$ cat config.mk
export PLATFORM = sky130hd
export DESIGN_NAME = wssu_ram
export DESIGN_NICKNAME = d
export VERILOG_FILES = /design/src/wssu_ram.sv
export SDC_FILE = /design/constraint.sdc
export NUM_CORES = 1
export LEC_CHECK = 0
export BUFFER_PORTS_ARGS = -buffer_cell sky130_fd_sc_hd__buf_4
export CORE_UTILIZATION = 40
export DETAILED_ROUTE_END_ITERATION = 8
export GPL_TIMING_DRIVEN = 0
export SYNTH_ARGS = -nofsm -noshare
export SYNTH_HDL_FRONTEND = slang
export SYNTH_SLANG_ARGS = --single-unit
$ cat constraint.sdc
create_clock -name clock -period 2 [get_ports clock]
set_input_delay 0.1 -clock clock [delete_from_list [all_inputs] [get_ports clock]]
set_output_delay 0.1 -clock clock [all_outputs]
set_load 0.02 [all_outputs]
$ cat src/wssu_ram.sv
module wssu_ram #(
   parameter int WIDTH = 8,
   parameter int DEPTH = 64
) (
   input  logic                     clock,
   input  logic                     wr_en,
   input  logic [$clog2(DEPTH)-1:0] wr_addr,
   input  logic [WIDTH-1:0]         wr_data,
   input  logic [$clog2(DEPTH)-1:0] rd_addr,
   output logic [WIDTH-1:0]         rd_data
);

   logic [WIDTH-1:0] mem [DEPTH];
   logic [WIDTH-1:0] rd_data_ff;

   always_ff @(posedge clock) begin
      if (wr_en) begin
         mem[wr_addr] <= wr_data;
      end
      rd_data_ff <= mem[rd_addr];
   end

   assign rd_data = rd_data_ff;

endmodule

After elaboration in Yosys (flattened, before gate mapping)
Memories as Yosys holds them, arrays and structs flattened. A register that Yosys moved wholly into a read port is not among the register bits.
Index checks and enable logic that the tools add are counted.
W data, S select, Z words.
{"block": "op_classes", "n_addsub": 0, "n_mul": 0, "div_mod_pow": 0, "n_lt_le_gt_ge": 0, "n_eq_ne": 0, "shifts": 0, "muxes": 2, "n_bitwise": 0, "reduce_logical": 0}
{"cell": "$mux W1", "n": 2}
{"block": "word_totals", "register_bits": 0, "latchBits": 0, "ramBits": 512, "rom_bits": 0, "in_bits": 22, "output_inout_bits": 8, "wordCells": 3, "mem_count": 1}
{"name": "mem", "depth": 64, "word_bits": 8, "read_ports": 1, "rd_ports_with_merged_regs": 1, "write_ports": 1, "line": "13", "text": "logic [WIDTH-1:0] mem [DEPTH];"}

Longest topological paths before layout
Gate-level depths: netlist (run 1).
{"block": "depth", "ltp_word": 2, "depth_mapped": 9, "depth_no_buf": 5}

Least setup slack after synthesis (run 1)
Ideal clock, no wire load.
{"block": "synth_path", "kind": "input to register", "start": "input port rd_addr[1]", "end": "register rd_data_ff[3], in the netlist rd_data[3], read port of mem", "setup_ps": 128, "t_arrival_ps": 1640, "t_required_ps": 1872, "path_slack_ps": 232, "cell_stages": 7, "path_buffers": 3, "cell_sequence": "buf_4 -> buf_2 -> buf_2 -> mux4_2 -> mux4_2 -> o21ai_1 -> o41ai_1"}
{"element": "start: declaration", "line": "9", "text": "input logic [$clog2(DEPTH)-1:0] rd_addr,"}
{"element": "end: declaration", "line": "14", "text": "logic [WIDTH-1:0] rd_data_ff;"}

==> results of run 1 <==
-- synth_stat cells (all sizes together) (3+ instances only) --
cell | count | area [sq um]
a211oi | 4 | 30.0
a21oi | 3 | 15.0
a221oi | 6 | 52.6
a22oi | 3 | 22.5
buf | 34 | 253
clkbuf | 17 | 63.8
dfxtp | 8 | 160
edfxtp | 512 | 15400
mux2 | 13 | 146
mux2i | 23 | 230
mux4 | 126 | 2840
nand2 | 19 | 71.3
nand2b | 7 | 43.8
nand3 | 13 | 65.1
nand3b | 3 | 22.5
nor2 | 83 | 312
nor2b | 14 | 87.6
nor3 | 7 | 35.0
o2111ai | 3 | 26.3
o21ai | 4 | 20.0
o221ai | 8 | 70.1
o22ai | 8 | 50.1
o2bb2ai | 3 | 26.3
-- kinds of logic (layout without fill, tap and decap cells) --
| kind of cell | count (synthesis) | after routing |
|---|---|---|
| flip-flops | 520 | 520 |
| buffers and inverters | 51 | 168 |
| AO/OA/AOI/OAI | 54 | 54 |
| multiplexers | 162 | 162 |
| AND/OR/NAND/NOR | 153 | 153 |
-- what timing repair did --
| action | CTS | global route |
|---|---|---|
| resized for setup | 17 | 11 |
| endpoints found under the setup margin | 5 | 8 |
| pin swaps | 1 | 3 |
| endpoints found under the hold margin | 2 | 0 |
| hold buffers | 1 | 0 |
-- final timing paths --
check	slack [ns]	end	depth (start not counted)
max	0.05	rd_data[1]$_DFF_P_	5
min	0.06	mem[51][3]$_DFFE_PP_	1
max reg2reg	0.05	rd_data[1]$_DFF_P_	5
min reg2reg	0.94	rd_data[6]$_DFF_P_	3
-- routing by layer --
| metal | vias to the layer above | share of wire, % |
|---|---|---|
| met3 | 70 | 7.2 |
| met4 | 2 | 2.8 |
| met1 | 5170 | 44 |
| met2 | 369 | 46 |
| met5 | - | 0.018 |
| li1 | 4079 | - |
-- worst register-to-register path, delay by kind of cell, from the launching register on --
kind	cells	cell delay, ns
compound gates	1	0.19
flops	1	0.37
mux	2	1.08
simple gates	2	0.19
-- registers in the layout, indices dropped and copies added, names as in the netlist --
register / flops
rd_data: 8
mem: 512
-- power groups by stage --
stage	logic (mW)	clock network, mW	registers [mW]
after floorplan	0.643	0	12.3
after CTS	1.28	9.86	12.1
final	1.29	9.74	12.1
after global routing	1.36	10.3	12.1
after detailed placement	1.25	0	12.3
after global placement	1.23	0	12.3
-- per-stage QoR --
step / TNS, ns / cells / power, mW / setup WS (ns) / util, %
detailed placement: -124.54 / 1625 / 13.6 / -1.07 / 42.9
global route: -0.0358 / 1721 / 23.7 / -0.0358 / 46.6
CTS: 0 / 1721 / 23.2 / 0.00270 / 46.5
floorplan: 0 / 940 / 13.0 / 0.232 / -
finish: 0 / 1721 / 23.1 / 0.0492 / 46.6
global placement: -107.92 / 1625 / 13.5 / -1.08 / 42.9
-- layout make-up --
class / count / area share [%]
Sequential cell: 520 / 67.6
Tap cell: 664 / 3.61
Clock buffer: 62 / 6.00
Multi-Input combinational cell: 369 / 19.3
Timing Repair Buffer: 22 / 0.729
Clock inverter: 33 / 1.35
Buffer: 51 / 1.47
==> impl_metrics.yaml, run 1 <==
layout:
  fillers: 4091
  seqCellArea_sq_um: 15500
  design_area_sq_um: 23000
  fin_nets: 1037
  drive_gt1_share_pct: 26.9
  multi_input_area_sq_um: 4430
  diodes: 0
  layout_commonest_cell: "edfxtp_1"
  areaGrowthSynthToFinish_pct: 14.0
  final_cell_mix: "edfxtp_1, mux4_2, nor2_1"
setup_path:
  critical_path_class: "flip-flop to flip-flop"
  crit_family: "multiplexers"
  cp_max_fo: 1
  crit_buf_inv: 0
  crit_path_max_incr_delay_ns: 0.55
  cpMaxStageDelayCell: "mux4_2"
  crit_required_ns: 2.45
  arrival_ns: 2.40
  critPathLaunchType: "flip-flop"
  r2r_start: "mem[10][1]$_DFFE_PP_"
  crit_chain: "mux4_2 -> mux4_2 -> nor2_1 -> nor3_1 -> o2bb2ai_2"
  end_kind: "flip-flop"
  crit_top_cell: "mux4_2"
  worstSetupStartpoint: "mem[10][1]$_DFFE_PP_"
yosys:
  avgSynthCellArea_sq_um: 21.5
  synthXorXnorAreaFrac_pct: 0
  async_flop_share_pct: 0
  synth_ff_type: "edfxtp_1"
  synth_adder_area_share_pct: 0
  synth_top_family_by_area: "multiplexers"
  synth_cells: 940
  yosysWarnings: 0
  synth.distinct_cells: 40
  synth_nets: 962
  synth-compound-area-share_pct: 2.07
  synth_edf_count: 512
  synth-seq-area-share_pct: 77.0
  synthMuxAreaShare_pct: 15.9
  synth_area_sq_um: 20200
  yosys.area_share.simple_pct: 3.39
  ys_seq_elements: 520
detailed_routing:
  drt-vias-per-instance: 5.63
  num_vias: 9690
  wl_mm: 48.8
  ant_nets: 0
  post_drt_wl_per_cell_um: 28.4
  drtIter0Drc: 1191
  drcViolationCount: 0
  first_pass_iters: 5
power_and_ir_drop:
  comb_power_share_pct: 5.6
  pwr-share-clk_pct: 42.1
  p_leak_nw: 7.11
  p_sw_mw: 4.91
  switching_share_pct: 21.2
  p_int_mw: 18.2
  power_density_nw_per_um2: 1010
  seq_power_share_pct: 52.3
  max-vdd-ir-drop_mv: 0.627
global_routing:
  grt_use_total_pct: 19.8
  grt_max_degree: 65
  antenna_found_initial: 2
  grt_util_met3_pct: 4.00
  grt_pass1_wl_mm: 70.2
  grt.overflow.total: 0
  gr-usage-met1_pct: 28.8
  grtUsageMet2_pct: 29.9
  busiest_layer: "met2"
  grt_pass1_vias: 9757
place:
  io_buffers: 21
  gp_congestion: 0.900
  place_area_sq_um: 21200
  dp_hpwl_mm: 30.6
timing:
  worst_pin_slew_ns: 1.20
  finalSetupViolCount: 0
  slew_headroom_pct: 19.2
  drv_slew: 0
  fmax_mhz: 513
  timing.final.crit_share_pct: 97.5
  fin_skew_ns: 0.0103
  min_period_ns: 1.95
  hold_viol: 0
  rsz0062_at_grt: "true"
  whs_ns: 0.0566
cts:
  clk_transition_reported_paths_ns: 0.06
  cts_buffer_depth: 3
  cts_sinks: 520
  clkLatencyLatePin_ns: 0.59
  cts_tree: "done"
  post-cts-setup-buffers: 0
  cts_root_buf: "clkbuf_16"
  cts.htree.levels: 2
  numCtsBuffers: 51
worst_hold_path:
  min_from: "wr_data[3]"
  min-delay-path-class: "input pin to flip-flop"
die:
  die_h_um: 227
  core_area_sq_um: 49400
  pin_count: 30
  start_util_pct: 40.9
  fp.dieArea_sq_um: 51300
  chipWidth_um: 227
  row_count: 81
job:
  maxCapViolCount: 0
run_status:
  status: "finished clean"
No activity file was read; power rests on OpenSTA's default activity.
==> run 2: changes to the inputs <==
==> constraint.sdc (replaced) <==
create_clock -name clock -period 2 [get_ports clock]
set_input_delay 0 -clock clock [delete_from_list [all_inputs] [get_ports clock]]
set_output_delay 0 -clock clock [all_outputs]
set_load 0.02 [all_outputs]
==> impl_metrics.yaml, run 2 (synthesis gave the netlist of run 1 again) <==
timing:
  min_period_ns: 1.98
  slew_headroom_pct: 18.9
  finalSetupViolCount: 0
  timing.final.crit_share_pct: 98.9
  hold_viol: 0
  fin_tns_setup_ns: 0
  fmax_mhz: 506
  worst_pin_slew_ns: 1.21
  fin_skew_ns: 0.0106
  rsz0062_at_grt: "true"
  drv_slew: 0
layout:
  layout_commonest_cell: "edfxtp_1"
  largest_reg_flops: 512
  fillers: 4093
  regMostFlops: "mem"
  multi_input_area_sq_um: 4410
  post-route-util_pct: 46.7
  seqCellArea_sq_um: 15500
  diodes: 0
  final_cell_mix: "edfxtp_1, mux4_2, nor2_1"
  fin_nets: 1045
  drive_gt1_share_pct: 26.7
  areaGrowthSynthToFinish_pct: 14.3
setup_path:
  critPathLaunchType: "flip-flop"
  end_kind: "flip-flop"
  cp_max_fo: 1
  arrival_ns: 2.41
  critical_path_class: "flip-flop to flip-flop"
  crit_required_ns: 2.43
detailed_routing:
  post_drt_wl_per_cell_um: 28.2
  drcViolationCount: 0
  first_pass_iters: 5
  drtIter0Drc: 1194
  drt-vias-per-instance: 5.66
  ant_nets: 0
  num_vias: 9791
  wl_mm: 48.7
worst_hold_path:
  min-delay-path-class: "input pin to flip-flop"
power_and_ir_drop:
  p_leak_nw: 7.13
  power_density_nw_per_um2: 1000
  max-vdd-ir-drop_mv: 0.628
global_routing:
  grt_pass1_vias: 9803
  grt_util_met3_pct: 4.13
  grt_use_total_pct: 19.8
  grt_pass1_wl_mm: 70.3
  grtUsageMet2_pct: 29.8
  antenna_found_initial: 2
  grt_max_degree: 65
  gr-usage-met1_pct: 28.7
  busiest_layer: "met2"
  grt.overflow.total: 0
run_status:
  status: "finished clean"
die:
  row_count: 81
  fp.dieArea_sq_um: 51300
  core_area_sq_um: 49400
  start_util_pct: 40.9
  chipWidth_um: 227
  pin_count: 30
  die_h_um: 227
cts:
  clkLatencyLatePin_ns: 0.58
  cts_root_buf: "clkbuf_16"
  cts_buffer_depth: 3
  clk_transition_reported_paths_ns: 0.06
  cts_sinks: 520
  numCtsBuffers: 51
  post-cts-setup-buffers: 0
  cts_tree: "done"
  cts.htree.levels: 2
place:
  dp_hpwl_mm: 30.6
  io_buffers: 21
  gp_congestion: 0.900
job:
  maxCapViolCount: 0
[run 2: through the flow]
step	setup WS (ns)	instances	total power, mW	instance area (sq um)	hold slack, ns
after CTS	-0.0174	1728	23.2	23000	-0.239
final	0.0221	1729	23.1	23000	0.104
after global routing	-0.00216	1729	23.7	23000	0.0823
after global placement	-0.980	1625	13.5	21200	0.411
after floorplan	0.308	940	13.0	20200	0.0989
after detailed placement	-0.968	1625	13.6	21200	0.413
[run 2: metal layers]
metal / share of wire [%] / up-vias / routed length (um)
li1: - / 4097 / -
met3: 7.6 / 75 / 3710
met4: 3.0 / 2 / 1460
met5: 0.027 / - / 13
met1: 43 / 5201 / 21200
met2: 46 / 416 / 22300
[run 2: what timing repair did]
action | CTS | global route
endpoints found under the hold margin | 314 | 3
gates resized for setup | 14 | 11
hold buffers | 8 | 1
endpoints found under the setup margin | 5 | 6
pin swaps | 0 | 2
[run 2: report_power, final]
group	total, mW	switching (mW)	internal (mW)
combinational	1.29	0.815	0.472
clock	9.73	4.06	5.67
sequential	12.1	0.0201	12.1
[run 2: worst paths after layout]
path / from / to / slack (ns) / cells after the start
worst min-delay path: wr_addr[2] / mem[52][0]$_DFFE_PP_ / 0.10 / 3
worst min register to register: mem[0][7]$_DFFE_PP_ / rd_data[7]$_DFF_P_ / 0.95 / 4
worst max register to register: mem[21][6]$_DFFE_PP_ / rd_data[6]$_DFF_P_ / 0.02 / 5
worst max-delay path: mem[21][6]$_DFFE_PP_ / rd_data[6]$_DFF_P_ / 0.02 / 5
[run 2: worst max-delay path, cell delays in order (launching register included)]
cell and delay [ns]:
edfxtp_1 0.35, mux4_2 0.48, mux2_2 0.30, o221a_2 0.31
nor3_4 0.23, o32ai_2 0.15
[run 2: cell type report]
type                            count  area share [%]
Buffer                             51            1.44
Clock buffer                       62            5.99
Clock inverter                     33            1.35
Tap cell                          664            3.61
Multi-Input combinational cell    369            19.1
Sequential cell                   520            67.4
Timing Repair Buffer               30            1.08
