**config.mk**
```make
export PLATFORM = sky130hd
export DESIGN_NAME = wssu_div
export DESIGN_NICKNAME = d
export VERILOG_FILES = /design/src/wssu_pkg.sv /design/src/wssu_div.sv
export SDC_FILE = /design/constraint.sdc
export NUM_CORES = 1
export LEC_CHECK = 0
export ABC_AREA = 1
export BUFFER_PORTS_ARGS = -buffer_cell sky130_fd_sc_hd__buf_2
export CELL_PAD_IN_SITES_DETAIL_PLACEMENT = 0
export CELL_PAD_IN_SITES_GLOBAL_PLACEMENT = 2
export CORE_MARGIN = 2
export CORE_UTILIZATION = 30
export DETAILED_ROUTE_END_ITERATION = 8
export GPL_TIMING_DRIVEN = 1
export HOLD_SLACK_MARGIN = 0.06
export PLACE_DENSITY = 0.8
export SYNTH_ARGS = -nofsm -noshare
export SYNTH_HDL_FRONTEND = slang
export SYNTH_SLANG_ARGS = --single-unit
export TNS_END_PERCENT = 10
```
**constraint.sdc**
```tcl
create_clock -name clock -period 8.8 [get_ports clock]
set_input_delay 1.32 -clock clock [delete_from_list [all_inputs] [get_ports clock]]
set_output_delay 1.32 -clock clock [all_outputs]
set_load 0.01 [all_outputs]
```
**src/wssu_pkg.sv**
```systemverilog
package wssu_pkg;

   localparam int WINDOW_DEF   = 32;
   localparam int CHANNELS_DEF = 2;

   localparam int MODE_W   = 2;
   localparam int COUNT_W  = 8;
   localparam int POS_W    = 10;
   localparam int SIZE_W   = 16;
   localparam int DIST_W   = 12;
   localparam int IDX_W    = 4;
   localparam int STAT_W   = 48;
   localparam int DATA_W   = 2 * POS_W + SIZE_W + 3 * DIST_W;
   localparam int Q_SHIFT  = 8;

   localparam int DIV_NUM_W = 64;
   localparam int DIV_STEP  = 4;

   localparam logic [MODE_W-1:0] MODE_COUNT = 2'd0;
   localparam logic [MODE_W-1:0] MODE_FULL  = 2'd1;
   localparam logic [MODE_W-1:0] MODE_ADV   = 2'd2;
   localparam logic [MODE_W-1:0] MODE_STATS = 2'd3;

   localparam logic [IDX_W-1:0] STAT_X_MEAN  = 4'd0;
   localparam logic [IDX_W-1:0] STAT_X_VAR   = 4'd1;
   localparam logic [IDX_W-1:0] STAT_Y_MEAN  = 4'd2;
   localparam logic [IDX_W-1:0] STAT_Y_VAR   = 4'd3;
   localparam logic [IDX_W-1:0] STAT_S_MEAN  = 4'd4;
   localparam logic [IDX_W-1:0] STAT_S_VAR   = 4'd5;
   localparam logic [IDX_W-1:0] STAT_S_MAX   = 4'd6;
   localparam logic [IDX_W-1:0] STAT_C_MEAN  = 4'd7;
   localparam logic [IDX_W-1:0] STAT_C_VAR   = 4'd8;
   localparam logic [IDX_W-1:0] STAT_N_VALID = 4'd9;
   localparam logic [IDX_W-1:0] STAT_DA_MEAN = 4'd10;
   localparam logic [IDX_W-1:0] STAT_DB_MEAN = 4'd11;
   localparam logic [IDX_W-1:0] STAT_DC_MEAN = 4'd12;
   localparam logic [IDX_W-1:0] STAT_WRAP    = 4'd13;

   typedef enum logic [2:0] {
      ST_CLEAR,
      ST_IDLE,
      ST_WALK,
      ST_PREP,
      ST_DSTART,
      ST_DWAIT,
      ST_EMIT
   } state_type;

endpackage

```
**src/wssu_div.sv**
```systemverilog
module wssu_div import wssu_pkg::*; #(
   parameter int NUM_W = DIV_NUM_W,
   parameter int DEN_W = 18,
   parameter int STEP  = DIV_STEP
) (
   input  logic             clock,
   input  logic             reset,
   input  logic             start,
   input  logic [NUM_W-1:0] num,
   input  logic [DEN_W-1:0] den,
   output logic             done,
   output logic [NUM_W-1:0] quot
);

   localparam int ITER  = NUM_W / STEP;
   localparam int CNT_W = $clog2(ITER + 1);

   logic [DEN_W-1:0] rem_ff;
   logic [NUM_W-1:0] quo_ff;
   logic [DEN_W-1:0] den_ff;
   logic [CNT_W-1:0] cnt_ff;
   logic             busy_ff;
   logic             done_ff;
   logic [DEN_W-1:0] rem_in;
   logic [NUM_W-1:0] quo_in;

   // STEP restoring steps per cycle while busy, quotient shifts in as dividend shifts out
   always_comb begin
      logic [DEN_W:0]   t;
      logic [DEN_W-1:0] r;
      logic [NUM_W-1:0] q;
      r = rem_ff;
      q = quo_ff;
      for (int j = 0; j < STEP; j++) begin
         t = {r, q[NUM_W-1]};
         q = {q[NUM_W-2:0], 1'b0};
         if (t >= {1'b0, den_ff}) begin
            t = t - {1'b0, den_ff};
            q[0] = 1'b1;
         end
         r = t[DEN_W-1:0];
      end
      rem_in = r;
      quo_in = q;
   end

   always_ff @(posedge clock) begin
      if (reset) begin
         busy_ff <= 1'b0;
         done_ff <= 1'b0;
         cnt_ff  <= '0;
      end else begin
         done_ff <= 1'b0;
         if (start) begin
            rem_ff  <= '0;
            quo_ff  <= num;
            den_ff  <= den;
            cnt_ff  <= '0;
            busy_ff <= 1'b1;
         end else if (busy_ff) begin
            rem_ff <= rem_in;
            quo_ff <= quo_in;
            cnt_ff <= cnt_ff + CNT_W'(1);
            if (cnt_ff == CNT_W'(ITER - 1)) begin
               busy_ff <= 1'b0;
               done_ff <= 1'b1;
            end
         end
      end
   end

   assign done = done_ff;
   assign quot = quo_ff;

endmodule

```
Yosys cells after proc, flatten, opt, wreduce, memory -nomap -nowiden --
Cells that the tools add are included.
Word-level totals: flip-flop bits (word level) 107, input bits 85, output and inout bits 65, word-level logic and storage cells 38
Cells by class: $add $sub $neg 5, order comparisons 4, equal/unequal tests 1, multiplexer cells 15, bitwise logic cells 2, reductions and logical operators 5
Operator list (number):
- 2-to-1 mux 64 bit | 2
- 2-to-1 mux 18 bit | 5
- greater-or-equal comparator 19 x 18 -> 1 bit | 4
- subtractor 18 bit | 4
- 2-to-1 mux 1 bit | 8
- adder 5 x 1 -> 5 bit, second input constant | 1
- == test 5 x 4 -> 1 bit, second input constant | 1
- AND reduction 2 bit | 2
- OR reduction 3 bit | 1
- inverter 1 bit | 2
- nonzero test 2 bit | 1
- OR reduction 2 bit | 1

Depth between registers and ports, before layout --
Gate-level depths: netlist (run 1).
word-level depth 10, mapped depth 62, gate-level depth less buffers 57

Worst setup path before layout (run 1) --
Ideal clock, no wire load.
kind register -> register, from register den_ff[1], to register rem_ff[14], data pin, library setup time 130 ps, arrival time 6905 ps, required time 8670 ps, slack 1765 ps, cell stages (with the launch flop) 55, buffers on the path 5, clock period less this slack 7035 ps, path through edfxtp_1 inv_1 ha_1 nand3_1 nand2_2 nand3_2 nand4_4 buf_2 or2_2 nand2_1 inv_1 ha_1 nand2_1 nor2_1 nand3_1 o21a_1 nand2_1 nand2_2 [... 19 more ...] o21ai_2 ha_1 nand2_1 nand2_1 nand2_1 o211ai_1 nand2_1 nand2_1 a21oi_2 o21bai_1 nand2_1 nand2_1 a21oi_2 nand2_2 nor2_4 buf_6 nand3_1 nand2_1
On the way: longest elaborated chain between the ends 9, elaborated cells on any way between the ends 13, classes of those cells 4 x add/sub; 4 x order compare; 5 x mux
Ends and longest elaborated chain:
- start: declaration | RTL line wssu_div.sv:20 | logic [DEN_W-1:0] den_ff;
- start signal: assignment | RTL line wssu_div.sv:57 | den_ff <= den;
- subtractor 18 bit or greater-or-equal comparator 19 x 18 -> 1 bit (tied branches) | RTL line wssu_div.sv:38, wssu_div.sv:37
- 2-to-1 mux 18 bit | RTL line wssu_div.sv:37 | if (t >= {1'b0, den_ff}) begin
- subtractor 18 bit or greater-or-equal comparator 19 x 18 -> 1 bit (tied branches) | RTL line wssu_div.sv:38, wssu_div.sv:37
- 2-to-1 mux 18 bit | RTL line wssu_div.sv:37
- subtractor 18 bit or greater-or-equal comparator 19 x 18 -> 1 bit (tied branches) | RTL line wssu_div.sv:38, wssu_div.sv:37
- 2-to-1 mux 18 bit | RTL line wssu_div.sv:37
- subtractor 18 bit or greater-or-equal comparator 19 x 18 -> 1 bit (tied branches) | RTL line wssu_div.sv:38, wssu_div.sv:37
- 2-to-1 mux 18 bit * | RTL line wssu_div.sv:37
- 2-to-1 mux 18 bit * | RTL line wssu_div.sv:60 | end else if (busy_ff) begin
- end signal: assignment | RTL line wssu_div.sv:61 | rem_ff <= rem_in;
- end: declaration | RTL line wssu_div.sv:18 | logic [DEN_W-1:0] rem_ff;
Mark *: on every way between the ends. The rest lies on a longest branch, timed or not. The select of a mux whose other input is x is not followed. A chain may end at the register's enable or synchronous reset.

Worst setup path after layout (run 1) --
from register rem_ff[9], to register quo_ff[0], in the netlist quot[0], data pin
On the way: longest elaborated chain between the ends 10, elaborated cells on any way between the ends 13, classes of those cells 3 x add/sub; 4 x order compare; 6 x mux
Ends and longest elaborated chain:
- subtractor 18 bit or greater-or-equal comparator 19 x 18 -> 1 bit (tied branches) | RTL line wssu_div.sv:38, wssu_div.sv:37
- 2-to-1 mux 18 bit * | RTL line wssu_div.sv:37
- subtractor 18 bit or greater-or-equal comparator 19 x 18 -> 1 bit (tied branches) | RTL line wssu_div.sv:38, wssu_div.sv:37
- 2-to-1 mux 18 bit * | RTL line wssu_div.sv:37
- subtractor 18 bit or greater-or-equal comparator 19 x 18 -> 1 bit (tied branches) | RTL line wssu_div.sv:38, wssu_div.sv:37
- 2-to-1 mux 18 bit * | RTL line wssu_div.sv:37
- greater-or-equal comparator 19 x 18 -> 1 bit * | RTL line wssu_div.sv:37
- 2-to-1 mux 1 bit * | RTL line wssu_div.sv:37
- 2-to-1 mux 64 bit * | RTL line wssu_div.sv:60
- 2-to-1 mux 64 bit * | RTL line wssu_div.sv:54 | if (start) begin
- end signal: assignment | RTL line wssu_div.sv:56 | quo_ff <= num;
- end signal: assignment | RTL line wssu_div.sv:62 | quo_ff <= quo_in;
- end: declaration | RTL line wssu_div.sv:19 | logic [NUM_W-1:0] quo_ff;
Marked as above.

==> flow_summary.ini, run 1 <==
[global_route]
grt.overflow.total = 0
met3_usage_pct = 2.55
met2_usage_pct = 32.4
grt_antenna_before_repair = 1
grt-busiest-layer = met2
grt_max_degree = 60
grt_use_total_pct = 19.6
grt_first_pass_wirelength_microns = 48700
met1_usage_pct = 27.3
grt_pass1_vias = 8202

[clock_tree]
clock_path_buffers = 2
htree_levels = 3
clock-sinks = 107
numCtsBuffers = 9
cts_tree = built
insertion_delay_ps = 370
cts_root_buf = clkbuf_16
clk_pin_slew_ps = 90

[worst_setup_path]
crit_start = rem_ff[9]
cp.required_ps = 8890
slowest_stage = edfxtp_1
rr_startpoint = rem_ff[9]
critPathMaxFanout = 15
r2r_end = quot[0]
max_stage_delay_ps = 510
crit_top_cell = nand2_1
startpoint_type = flip-flop
r2r_setup_slack_ps = 560
worstRegToRegCells = 56
crit_type = reg -> reg
cp-end-kind = flip-flop
arrival_ps = 8330

[floorplan]
rows = 64
num_io_pins = 150
core-area_sq_um = 30500
die_area_sq_um = 32300
die_y_microns = 180
initial_utilization_pct = 30.4
die_w_microns = 180

[synthesis]
synth_area_per_cell_sq_um = 7.51
synth_area_sq_um = 9270
synth_edf_count = 100
yosysWarningCount = 0
ys.flop_type = edfxtp_1
netlist_instances = 1235
synth_cell_types = 45
yosysTopAreaCell = edfxtp_1
synthArstFlopShare_pct = 0
ys_top_cells_by_area = edfxtp_1 (32%), nand2_1 (19%), ha_1 (10%)
synth_top_area_share_pct = 32.4
synth_nets = 1398
synth-seq-cells = 107
yosysSeqAreaShare_pct = 33.9

[sta]
finalSetupViolCount = 0
hold_viol = 0
fmaxAchievable_ghz = 0.121
setup_ws_ps = 561
finalClockSkew_ps = 16.3
period_share_pct = 93.6
min_period_ps = 8240
worst_pin_slew_ps = 708
relSlewSlack_pct = 52.8
drv_slew = 0

[layout]
layout_common_cells = nand2_1 (480), buf_2 (149), inv_1 (125)
fin_area_sq_um = 11000
antenna_cells = 0
drive_above_1_share_pct = 20.8
area.growth.synth_to_final_pct = 18.9
finalNetCount = 1566
final_common_cell = nand2_1

[hold_path]
min_from = cnt_ff[4]
holdPathEnd = cnt_ff[4]
hold_path_class = reg -> reg
whs_path_depth = 2

[placed_design]
dp_slack_ps = 235
place.gp.congestion = 0.924
placed_area_sq_um = 10600
hpwl_microns = 25700
io_buffers = 149

[drt]
route.vias.total = 8682
first_pass_iters = 5
avgViaCountPerCell = 4.81
wl_microns = 32200
drc = 0
ant_nets = 0
dr.first_iter.drc_count = 748
routedWlPerCell_microns = 17.9

[run_status]
outcome = finished, final reports clean

[run]
cap_violations = 0
## cells by family after synthesis
group                    count (synthesis)  share of synthesized area [%]
flip-flops                             107                           33.9
buffers and inverters                  173                           7.91
XOR/XNOR                                57                           5.38
AND/OR/NAND/NOR                        682                           32.8
adder cells (fa/ha/maj)                 78                           10.8
AO/OA/AOI/OAI                          138                           9.17
## worst max-delay path, delay by kind of cell, from the launching register on
kind | cells | cell delay [ps]
and+or+nand+nor | 35 | 3670
DFF | 1 | 510
AOI/OAI and AO/OA | 6 | 1050
adders and majority gates | 4 | 1450
buffers and inverters | 11 | 1230
## cell type report
| cell class | count | area, sq um |
|---|---|---|
| multi-input combinational | 957 | 5470 |
| clock buffer | 10 | 229 |
| inverter | 140 | 533 |
| fill | 3246 | 19500 |
| clock inverter | 6 | 97.6 |
| tap | 396 | 495 |
| sequential | 107 | 3140 |
| timing repair buffer | 188 | 1050 |
## what timing repair did
item,CTS,global route
resized for setup,0,13
hold buffers,0,0
endpoints found under the setup margin,0,19
buffers inserted,0,7
## flip-flops by register name (all words and copies together) (netlist names)
name	count
done	1
quot	64
cnt_ff	5
rem_ff	18
busy_ff	1
den_ff	18
## per-stage QoR
stage	util (%)	hold slack, ps	setup TNS, ps	instances
final	36.1	501	0	1804
after global routing	36.1	531	-398	1804
after CTS	35.7	501	0	1795
after detailed placement	34.6	491	0	1779
after global placement	34.6	487	0	1779
after floorplan	-	471	0	1235
## Yosys cell counts, types with 16 or more instances
cell type and instances:
xnor2_1 25, inv_1 126, nor2_1 51, ha_1 74
a21oi_1 56, edfxtp_1 100, xor2_1 32, o21ai_0 27
nand2_1 481, nand3_1 62, clkbuf_1 16
## worst max path at each step
stage | end | slack, ps | depth (start not counted)
2_1_floorplan | rem_ff[14] | 1760 | 54
3_3_place_gp | rem_ff[10] | 320 | 50
3_5_place_dp | rem_ff[10] | 230 | 50
4_1_cts | rem_ff[10] | 190 | 48
5_1_grt | quot[0] | -50 | 55
6_report | quot[0] | 560 | 56
## layer usage
layer	routed length, microns	share of wire, %	up-vias
met3	1740	5.4	19
met1	14700	46	4011
met4	396	1.2	0
li1	-	-	4387
met2	15300	48	265
met5	0	0	-
Power of run 1 is not shown: default switching activity piles up to over one toggle a cycle in this logic, so the estimate is an artifact.
==> inputs of run 2 (changes only) <==
--- a/config.mk
+++ b/config.mk
@@ -9,2 +9,3 @@
 export BUFFER_PORTS_ARGS = -buffer_cell sky130_fd_sc_hd__buf_2
+export CAP_MARGIN = 20
 export CELL_PAD_IN_SITES_DETAIL_PLACEMENT = 0
@@ -16,3 +17,3 @@
 export HOLD_SLACK_MARGIN = 0.06
-export PLACE_DENSITY = 0.8
+export PLACE_DENSITY = 0.73
 export SYNTH_ARGS = -nofsm -noshare
==> constraint.sdc (replaced) <==
create_clock -name clock -period 8.8 [get_ports clock]
set_input_delay 2.64 -clock clock [delete_from_list [all_inputs] [get_ports clock]]
set_output_delay 2.64 -clock clock [all_outputs]
set_load 0.01 [all_outputs]
==> flow_summary.ini, run 2 (synthesis gave the netlist of run 1 again) <==
[run_status]
outcome = finished, final reports clean

[worst_setup_path]
critPathMaxFanout = 12
critical-path-top-delay-family = simple AND/OR/NAND/NOR gates
cp-end-kind = flip-flop
cp.required_ps = 9020
worstRegToRegCells = 51
cp_num_cells = 51
slowest_stage = ha_1
arrival_ps = 8280
crit_type = reg -> reg
crit_buf_inv = 10
rr_startpoint = den_ff[15]
max_stage_delay_ps = 380
startpoint_type = flip-flop
crit_start = den_ff[15]
crit_top_cell = nand2_1

[layout]
layout_common_cells = nand2_1 (480), buf_2 (149), inv_1 (123)
drive_above_1_share_pct = 21.5
largest_reg_flops = 64
area.growth.synth_to_final_pct = 19.7
final_common_cell = nand2_1
finalNetCount = 1572
num-fill-cells = 3292

[sta]
finalClockSkew_ps = 15.2
tns_ps = 0
min_period_ps = 8060
hold_viol = 0
relSlewSlack_pct = 31.9
finalSetupViolCount = 0
fmaxAchievable_ghz = 0.124
period_share_pct = 91.6
drv_slew = 0
worst_pin_slew_ps = 1020
setup_ws_ps = 736

[drt]
wl_microns = 33200
drc = 0
ant_nets = 0
avgViaCountPerCell = 4.82
dr.first_iter.drc_count = 796
routedWlPerCell_microns = 18.3
first_pass_iters = 7
route.vias.total = 8746

[global_route]
grt.overflow.total = 0
grt_first_pass_wirelength_microns = 49800
grt_antenna_before_repair = 5
grt_pass1_vias = 8360
grt_max_degree = 74
grt_use_total_pct = 20.0

[clock_tree]
clock_path_buffers = 2
clk_pin_slew_ps = 80
cts_root_buf = clkbuf_16
postCtsHoldBufs = 0
cts_tree = built
numCtsBuffers = 9
htree_levels = 3
clock-sinks = 107
insertion_delay_ps = 360

[floorplan]
die_w_microns = 180
num_io_pins = 150
core-area_sq_um = 30500
die_y_microns = 180
rows = 64
die_area_sq_um = 32300
initial_utilization_pct = 30.4

[run]
cap_violations = 0

[hold_path]
hold_path_class = reg -> reg
min_from = cnt_ff[4]
whs_path_depth = 2

[placed_design]
dp_slack_ps = 182
place.gp.congestion = 0.907
hpwl_microns = 26700
io_buffers = 149
-- run 2: changes by cell type in the layout (fill, tap and decap cells not counted), sizes merged --
cell / previous run / this run
clkinv: 4 / 6
buf: 188 / 194
diode: 0 / 3
clkbuf: 10 / 9
bufinv: 2 / 1
-- run 2: path summary, 6_finish.rpt --
| path | end | slack [ps] |
|---|---|---|
| worst max-delay path | rem_ff[8] | 740 |
| worst min-delay path | cnt_ff[4] | 500 |
| worst max register to register | rem_ff[8] | 740 |
| worst min register to register | cnt_ff[4] | 500 |
-- run 2: tightest hold or removal path, cell delays in order (launching register included) --
cell,delay (ps)
dfxtp_1,310
nor2_1,90
a211oi_1,50
-- run 2: per-layer routing --
metal	wire length (microns)	global-route usage (%)
met1	15300	28.4
met2	14700	31.7
met3	2550	3.83
met4	592	4.13
met5	0	0
-- run 2: per-stage QoR --
stage | utilization (%) | std cells | instance area [sq um] | hold slack [ps]
after floorplan | - | 1235 | 9270 | 471
after global placement | 34.6 | 1779 | 10600 | 486
after detailed placement | 34.6 | 1780 | 10600 | 492
after CTS | 35.7 | 1796 | 10900 | 503
after global routing | 36.4 | 1812 | 11100 | 543
final | 36.4 | 1813 | 11100 | 501
-- run 2: what timing repair did --
action / in CTS / in global routing
endpoints found under the hold margin: 0 / 0
resized for setup: 0 / 18
setup endpoints to repair: 0 / 19
setup buffers: 0 / 12
-- run 2: final cells by class --
cell class | instances | area [sq um] | share of cell area, %
antenna | 3 | 7.51 | 0.0676
clock buffer | 9 | 225 | 2.03
clock inverter | 7 | 108 | 0.969
inverter | 140 | 533 | 4.80
multi-input combinational | 957 | 5470 | 49.3
sequential | 107 | 3140 | 28.3
tap | 396 | 495 | 4.46
timing repair buffer | 194 | 1120 | 10.1
Power of run 2 is left out for the same reason.
==> inputs of run 3 (changes only) <==
- ABC_AREA: 1 -> not set
- PLACE_DENSITY: 0.73 -> 0.67
==> flow_summary.ini, run 3 <==
[run_status]
outcome = complete, but fails checks
violations = negative setup slack

[floorplan]
die_y_microns = 173
core-area_sq_um = 27900
num_io_pins = 150
rows = 61
die_area_sq_um = 29800
die_w_microns = 173
initial_utilization_pct = 30.6

[drt]
drc = 0
avgViaCountPerCell = 4.92
wl_microns = 29600
routedWlPerCell_microns = 18.1
ant_nets = 0
dr.first_iter.drc_count = 500
route.vias.total = 8041
first_pass_iters = 5

[sta]
fmaxAchievable_ghz = 0.112
setup_ws_ps = -128
finalClockSkew_ps = 16.7
tns_ps = -1300
min_period_ps = 8930
period_share_pct = 101
finalSetupViolCount = 17
hold_viol = 0
worst_pin_slew_ps = 855
rsz0062_at_grt = yes
drv_slew = 0
relSlewSlack_pct = 42.6

[worst_setup_path]
critPathMaxFanout = 10
arrival_ps = 9120
slowest_stage = or4_4
cp-end-kind = flip-flop
max_stage_delay_ps = 530
cp.required_ps = 8990
crit_top_cell = buf_4
startpoint_type = flip-flop
crit_buf_inv = 26
critical-path-top-delay-family = buffers and inverters
crit_type = reg -> reg

[synthesis]
synth_area_sq_um = 8540
synthArstFlopShare_pct = 0
synth_area_per_cell_sq_um = 10.3
yosysSeqAreaShare_pct = 36.8
synth_nets = 990
netlist_instances = 827
ys.flop_type = edfxtp_1
yosys-top-cells-count = edfxtp_1 (100), mux2_2 (94), ha_1 (74)
synth_most_common_cell = edfxtp_1
synth_edf_count = 100
synth-seq-cells = 107
yosysTopAreaCell = edfxtp_1
synth_top_area_share_pct = 35.2
ys_top_cells_by_area = edfxtp_1 (35%), mux2_2 (12%), ha_1 (11%)
synth_cell_types = 73
yosysWarningCount = 0

[clock_tree]
clk_pin_slew_ps = 90
htree_levels = 3
cts_tree = built
insertion_delay_ps = 360
numCtsBuffers = 9
clock-sinks = 107
clock_path_buffers = 2
cts_root_buf = clkbuf_16

[global_route]
grt_antenna_before_repair = 1
grt_pass1_vias = 7972
grt_max_degree = 65
grt_use_total_pct = 19.2
grt_first_pass_wirelength_microns = 44500
grt.overflow.total = 0

[run]
cap_violations = 0

[placed_design]
io_buffers = 149
hpwl_microns = 23400
placed_cells = 1566
place.gp.congestion = 0.900
dp_slack_ps = -704

[layout]
layout_common_cells = buf_4 (276), buf_2 (149), edfxtp_1 (100)
finalNetCount = 1414
fin_cells = 1635
area.growth.synth_to_final_pct = 48.9
final_common_cell = buf_4
drive_above_1_share_pct = 50.5
largest_reg_flops = 64

[hold_path]
hold_path_class = reg -> reg
==> run 3: worst reg2reg max path: cells and delay by family (launching register included) <==
family | cells | cell delay [ps]
buffers and inverters | 26 | 3350
AO/OA/AOI/OAI | 13 | 2240
AND/OR/NAND/NOR | 7 | 1190
adder cells (fa/ha/maj) | 3 | 900
flip-flops | 1 | 490
multiplexers | 1 | 360
XOR/XNOR | 1 | 240
==> run 3: per-stage QoR <==
step	utilization [%]	area, sq um	hold slack, ps
6_report	45.5	12700	495
3_3_place_gp	41.1	11500	481
2_1_floorplan	-	8600	471
3_5_place_dp	41.1	11500	485
5_1_grt	45.5	12700	521
4_1_cts	44.3	12400	496
==> run 3: worst paths after layout <==
kind         slack [ps]  depth (start not counted)       from   endpoint
max                -130                         51  den_ff[0]  rem_ff[0]
min reg2reg         500                          2  cnt_ff[4]  cnt_ff[4]
max reg2reg        -130                         51  den_ff[0]  rem_ff[0]
min                 500                          2  cnt_ff[4]  cnt_ff[4]
==> run 3: per-layer routing <==
layer  global-route usage, %  vias up  share of wire, %
li1                        -     3970                 -
met1                    26.9     3864                48
met2                    31.3      168                45
met3                    2.97       39               4.6
met4                    4.63        0               2.2
met5                       0        -                 0
==> run 3: layout make-up <==
type,count,area (sq um)
Tap cell,378,473
Inverter,48,180
Clock inverter,6,61.3
Sequential cell,107,3140
Timing Repair Buffer,436,2960
Multi-Input combinational cell,649,5660
Antenna cell,1,2.50
Clock buffer,10,229
Fill cell,2751,15200
==> run 3: what timing repair did <==
action,in CTS,in global routing
endpoints found under the setup margin,19,19
hold buffers,0,0
gates cloned,2,0
gates resized for setup,52,45
setup buffers,40,9
pin swaps,27,24
endpoints found under the hold margin,0,0
==> run 3: cells by family (layout without fill, tap and decap cells) <==
family	Yosys count	in the layout	share of synthesized area, %
AND/OR/NAND/NOR	210	210	12.0
other	0	1	0
AO/OA/AOI/OAI	205	207	17.1
adder cells (fa/ha/maj)	78	78	11.8
flip-flops	107	107	36.8
XOR/XNOR	54	54	5.54
multiplexers	100	100	13.3
buffers and inverters	73	500	3.50
Power of run 3 is left out for the same reason.
